===== src/sthd_pkg.sv =====
// Shared types, constants and register codes for the scrollbar thumb engine.
// No dependencies.
package sthd_pkg;

  localparam int COORD_BITS = 16;
  localparam int ROW_BITS   = 32;
  localparam int PROD_BITS  = COORD_BITS + ROW_BITS;
  localparam int CFG_IDX_BITS = 3;
  localparam int CFG_DATA_BITS = ROW_BITS;

  localparam logic [COORD_BITS-1:0] THUMB_MIN = COORD_BITS'(6);

  localparam int DIV_STEPS = 2;
  localparam int DIV_CYCLES = PROD_BITS / DIV_STEPS;
  localparam int DIV_CNT_BITS = $clog2(DIV_CYCLES);

  localparam logic [CFG_IDX_BITS-1:0] CFG_TRACK_X      = 3'd0;
  localparam logic [CFG_IDX_BITS-1:0] CFG_TRACK_Y      = 3'd1;
  localparam logic [CFG_IDX_BITS-1:0] CFG_TRACK_WIDTH  = 3'd2;
  localparam logic [CFG_IDX_BITS-1:0] CFG_TRACK_HEIGHT = 3'd3;
  localparam logic [CFG_IDX_BITS-1:0] CFG_TOTAL_ROWS   = 3'd4;
  localparam logic [CFG_IDX_BITS-1:0] CFG_VISIBLE_ROWS = 3'd5;

  localparam logic [2:0] OUTC_OUTSIDE = 3'd0;
  localparam logic [2:0] OUTC_NOSCROLL = 3'd1;
  localparam logic [2:0] OUTC_PAGE_BACK = 3'd2;
  localparam logic [2:0] OUTC_PAGE_FWD = 3'd3;
  localparam logic [2:0] OUTC_ON_THUMB = 3'd4;
  localparam logic [2:0] OUTC_DRAG = 3'd5;

  localparam logic OP_CLICK = 1'b0;
  localparam logic OP_DRAG  = 1'b1;

  typedef struct packed {
    logic                  operation;
    logic [COORD_BITS-1:0] cursor_x;
    logic [COORD_BITS-1:0] cursor_y;
    logic [COORD_BITS-1:0] grab_offset;
    logic [ROW_BITS-1:0]   first_row;
  } in_item_t;

  typedef struct packed {
    logic [2:0]            outcome;
    logic [ROW_BITS-1:0]   new_first_row;
    logic [COORD_BITS-1:0] thumb_top;
    logic [COORD_BITS-1:0] thumb_height;
  } out_item_t;

  typedef struct packed {
    logic [COORD_BITS-1:0] track_x;
    logic [COORD_BITS-1:0] track_y;
    logic [COORD_BITS-1:0] track_width;
    logic [COORD_BITS-1:0] track_height;
    logic [ROW_BITS-1:0]   total_rows;
    logic [ROW_BITS-1:0]   visible_rows;
  } cfg_t;

  typedef struct packed {
    logic                  drag;
    logic                  in_track;
    logic [COORD_BITS-1:0] cursor_y;
    logic [COORD_BITS-1:0] grab_offset;
    logic [ROW_BITS-1:0]   first_row;
  } cls_item_t;

endpackage


===== src/sthd_front.sv =====
// Front end: accepts pointer events, does the track hit test and queues them.
// Depends on sthd_pkg.
module sthd_front (
  input  logic               clk,
  input  logic               rst_n,
  input  sthd_pkg::cfg_t     cfg,
  input  logic               push,
  output logic               full,
  input  sthd_pkg::in_item_t in_data,
  output logic               q_empty,
  input  logic               q_pop,
  output sthd_pkg::cls_item_t q_item
);

  sthd_pkg::cls_item_t cls;
  sthd_pkg::cls_item_t ent_r [2];
  logic [1:0] cnt_r, cnt_nxt;
  logic       wr_ptr_r, rd_ptr_r;
  logic       wr, rd;
  logic [sthd_pkg::COORD_BITS:0] x_end, y_end;

  always_comb begin
    x_end = {1'b0, cfg.track_x} + {1'b0, cfg.track_width};
    y_end = {1'b0, cfg.track_y} + {1'b0, cfg.track_height};
    cls.drag        = (in_data.operation == sthd_pkg::OP_DRAG);
    cls.in_track    = (in_data.cursor_x >= cfg.track_x) &&
                      ({1'b0, in_data.cursor_x} < x_end) &&
                      (in_data.cursor_y >= cfg.track_y) &&
                      ({1'b0, in_data.cursor_y} < y_end);
    cls.cursor_y    = in_data.cursor_y;
    cls.grab_offset = in_data.grab_offset;
    cls.first_row   = in_data.first_row;
  end

  assign full    = (cnt_r == 2'd2);
  assign q_empty = (cnt_r == 2'd0);
  assign wr      = push && !full;
  assign rd      = q_pop && !q_empty;
  assign q_item  = ent_r[rd_ptr_r];

  always_comb begin
    cnt_nxt = cnt_r;
    if (wr && !rd) begin
      cnt_nxt = cnt_r + 2'd1;
    end else if (rd && !wr) begin
      cnt_nxt = cnt_r - 2'd1;
    end
  end

  always_ff @(posedge clk) begin
    if (!rst_n) begin
      cnt_r    <= 2'd0;
      wr_ptr_r <= 1'b0;
      rd_ptr_r <= 1'b0;
    end else begin
      cnt_r <= cnt_nxt;
      if (wr) wr_ptr_r <= !wr_ptr_r;
      if (rd) rd_ptr_r <= !rd_ptr_r;
    end
  end

  always_ff @(posedge clk) begin
    if (wr) ent_r[wr_ptr_r] <= cls;
  end

endmodule


===== config.mk =====
export PLATFORM = sky130hd
export DESIGN_NAME = sthd_front
export DESIGN_NICKNAME = d
export VERILOG_FILES = /design/src/sthd_pkg.sv /design/src/sthd_front.sv
export SDC_FILE = /design/constraint.sdc
export NUM_CORES = 1
export LEC_CHECK = 0
export BUFFER_PORTS_ARGS = -buffer_cell sky130_fd_sc_hd__buf_4
export CORE_ASPECT_RATIO = 1.25
export CORE_UTILIZATION = 52
export CTS_CLUSTER_DIAMETER = 120
export DETAILED_ROUTE_END_ITERATION = 10
export GPL_TIMING_DRIVEN = 0
export PLACE_DENSITY = 0.83
export SYNTH_ARGS = -nofsm -noshare
export SYNTH_HDL_FRONTEND = slang
export SYNTH_SLANG_ARGS = --single-unit

===== constraint.sdc =====
create_clock -name clk -period 11.3 [get_ports clk]
set_input_delay 0.565 -clock clk [delete_from_list [all_inputs] [get_ports clk]]
set_output_delay 0.565 -clock clk [all_outputs]
set_load 0.03 [all_outputs]

==> summary.md <==
| Metric | Value |
|---|---|
| Run status | `finished, violations left` |
| Failing checks | `design-rule violations` |
| Worst r2r dst | `ent_r[0][26]` |
| Clock Power Share | `0.293` |
| CTS sink count | `137` |
| Pwr dens | `187 nW/um^2` |
| Switching power | `623 uW` |
| Synth-to-layout area growth | `32.2%` |
| DR WL/cell | `17.5 um` |
| Mapped Nets | `909` |
| Total Neg Setup Slack | `0 ns` |
| Post-DP HPWL | `14,100 um` |
| DP Cell Count | `995` |
| Net Sw Frac | `0.322` |
| Flop pwr share | `0.339` |
| Maxcap violations | `0` |
| Final Critical Period | `~4.0 ns` |
| Logic gate share of total power | `0.368` |
| Register-to-register setup slack | `~9.2 ns` |
| Post-DR vias/cell | `5.50` |
| Final period utilization | `0.350` |
| Critical Path RT | `~11 ns` |
| Drt total wl | `18,000 um` |
| Hold slack | `0.345 ns` |
| Initial Utilization | `0.537` |
| Max Fanout on Critical Path | `3` |
| Yosys top cell area share | `0.508` |
| Worst Setup SP | `cfg[80]` |
| Critical-path cell list | `buf_4 > ha_1 > fa_1 > a211o_1 > a21oi_2 > o21ai_2 > a31oi_1 > o21bai_1 > a21oi_1 > xor2_1 > ha_1 > a2111oi_0 > o21ai_1 > o21ai_1 > a21oi_1 > nor4_1` |
| Final ANT Viol Nets | `0` |
| Clk root buf | `clkbuf_16` |
| Max Clock Freq | `253 MHz` |
| Post-synth EDFFs | `132` |
| First-pass DRT Iterations | `8` |
| CP max stage delay | `0.43 ns` |
| VDD IR max | `roughly 0.093 mV` |
| Clk Latency, worst-skew pair | `0.40 ns` |
| Final setup skew | `about 0.0075 ns` |
| Post-CTS sizing | `0` |
| Reg clk slew, reported paths | `0.06 ns` |
| Async SR Flop Fraction | `0` |
| Slew @ Worst Pin | `0.919 ns` |
| Gr usage total | `0.240` |
| Fin nets | `1,146` |
| Largest cells by area after synthesis | `edfxtp_1 51%, ha_1 15%, mux2_2 9.5%` |
| Final Max Tran Viols | `0` |
| Syn_area_per_cell | `13.0 sq um` |
| Largest net degree at the start of global routing | `between 60 and 70` |
| Fill count | `986` |
| Setup crit end kind | `flip-flop` |
| Initial antenna violation count | `0` |
| Int Power | `~1300 uW` |
| Final hold vios | `0` |
| Register bit total from synthesis | `137` |
| Distinct cells, synth | `49` |
| Row count | `49` |
| TritonCTS Buffers | `17` |
| Sequential share of the synthesized area | `0.521` |
| Grt ovf | `0` |
| Gpl congestion | `about 0.85` |
| Synthesized area | `7800 sq um` |
| Crit path DAT | `~4.1 ns` |
| # H-tree levels | `4` |
| CP Capture Point | `ent_r[1][64]` |
| Port bufs | `around 220` |
| Die ar. | `15,500 sq um` |
| Class of the most critical setup path | `in2reg` |
| Startpoint Class | `primary input` |
| First-pass GRT wire length | `~29,000 um` |
| Pleak | `0.00448 uW` |
| Core Footprint | `~15,000 sq um` |
| Post-Syn Instances | `599` |
| Top FF cell, synth | `edfxtp_1` |
| Setup violations, final | `0` |
| Slew margin rel. | `0.387` |
| Final Cell Area | `10,300 sq um` |
| R2R depth | `5` |
| Vias in the first global route | `just over 6,000` |
| Synth area leader | `edfxtp_1` |
| Reg-to-reg startpoint | `cnt_r[0]` |
| YS warnings | `0` |
| CTS Buffer Depth | `2` |
| Layout cell share with drive strength beyond 1 | `0.379` |
| RSZ-0062 raised after global routing | `no` |
| Tightest Hold Check Type | `in2reg` |
| Fin cells | `slightly above 1,000` |
| Post-CTS Hold Buffers | `0` |
| Total I/O pin count | `281` |
| Die Ht | `about 140 um` |
| Drt drc | `19` |
| Diodes inserted | `0` |
| Via count | `5,650` |
| First DRT Iteration DRCs | `between 300 and 400` |
| TritonCTS clock tree | `done` |
| CP max stage cell | `fa_1` |
| DP Area | `9700 sq um` |
| Die Width | `112 um` |
| Postcts setup bufs | `0` |
[cell type report]
cell class | instances | area (sq um) | share of cell area
clock inverter | 12 | 173 | 0.0167
sequential | 137 | 4060 | 0.394
buffer | 8 | 30.0 | 0.00291
tap | 178 | 223 | 0.0216
clock buffer | 20 | 437 | 0.0423
timing repair buffer | 218 | 1670 | 0.162
multi-input combinational | 408 | 3550 | 0.344
inverter | 46 | 173 | 0.0167
[kinds of logic (layout without fill, tap and decap cells)]
family,after synthesis,count (layout),synth area share
multiplexers,68,68,0.0979
AO/OA/AOI/OAI,122,122,0.106
adder cells (fa/ha/maj),97,97,0.158
buffers and inverters,54,304,0.0260
AND/OR/NAND/NOR,94,94,0.0616
XOR/XNOR,27,27,0.0303
flip-flops,137,137,0.521
[placed cells by master (no fill, tap or decap), drive strengths merged, types with 2 or more instances in the layout]
cell type,n
buf,218
edfxtp,132
ha,95
mux2,66
inv,47
a21oi,35
clkbuf,28
o21ai,28
nor2,22
a21o,17
nand2,17
xor2,15
xnor2,12
nand3,9
and2,8
o21a,7
nand2b,7
nand4,7
clkinv,7
nor3,6
nor2b,6
a211oi,5
a31oi,5
or3,5
dfxtp,5
o21bai,4
a2111oi,4
bufinv,4
o2111ai,3
and3,3
o31ai,2
o311ai,2
mux2i,2
nand4b,2
fa,2
o211a,2
[state kept, by name, indices dropped and copies added (netlist names), named ones only]
register and count:
wr_ptr_r 1, rd_ptr_r 1, ent_r 132, cnt_r 2
[synth_stat cells (5+ instances only)]
| master | n |
|---|---|
| edfxtp_1 | 132 |
| ha_1 | 95 |
| mux2_2 | 66 |
| inv_1 | 45 |
| a21oi_1 | 32 |
| nor2_1 | 22 |
| a21o_1 | 17 |
| nand2_1 | 17 |
| o21ai_1 | 15 |
| xor2_1 | 15 |
| o21ai_0 | 12 |
| xnor2_1 | 12 |
| nand3_1 | 9 |
| clkbuf_1 | 8 |
| and2_1 | 7 |
| nand2b_1 | 7 |
| nand4_1 | 7 |
| o21a_1 | 7 |
| nor2b_1 | 6 |
| nor3_1 | 6 |
| a211oi_1 | 5 |
| a31oi_1 | 5 |
| dfxtp_1 | 5 |
| or3_1 | 5 |
[worst min-delay path by stage]
stage,slack [ns],start,end,cells past startpoint
3_5_place_dp,0.54,cnt_r[1],cnt_r[1],2
4_1_cts,0.33,in_data[4],ent_r[1][4],1
2_1_floorplan,0.49,cnt_r[1],cnt_r[1],2
6_report,0.35,in_data[41],ent_r[0][41],1
3_3_place_gp,0.50,cnt_r[1],cnt_r[1],2
5_1_grt,0.32,in_data[46],ent_r[0][46],1
[power by group through the flow]
| stage | Combinational [uW] | Clock [uW] | Sequential [uW] |
|---|---|---|---|
| final | 711 | 565 | 655 |
| after global routing | 761 | 602 | 661 |
| after CTS | 715 | 575 | 656 |
| after detailed placement | 710 | 0 | 665 |
| after global placement | 682 | 0 | 668 |
| after floorplan | 461 | 0 | 663 |
[metal layers]
| metal | vias up | track usage | wire length [um] |
|---|---|---|---|
| li1 | 2757 | - | - |
| met1 | 2647 | 0.256 | 6590 |
| met2 | 207 | 0.443 | 9560 |
| met3 | 39 | 0.0520 | 1210 |
| met4 | 0 | 0.122 | 612 |
| met5 | - | 0 | 0 |
[worst max-delay path: cells and delay by family]
kind / cells / cell delay [ns]
AOI/OAI and AO/OA: 10 / 1.95
buffers and inverters: 1 / 0.11
adders and majority gates: 3 / 0.91
and+or+nand+nor: 1 / 0.40
xor gates and xnor gates: 1 / 0.19
[through the flow]
step	power (uW)	util	setup slack, ns
detailed placement	1380	0.668	6.99
global placement	1350	0.664	6.04
CTS	1950	0.710	7.41
finish	1930	0.710	7.34
global route	2020	0.710	7.05
floorplan	1120	-	7.39
Power figures use the tool's default switching activity.
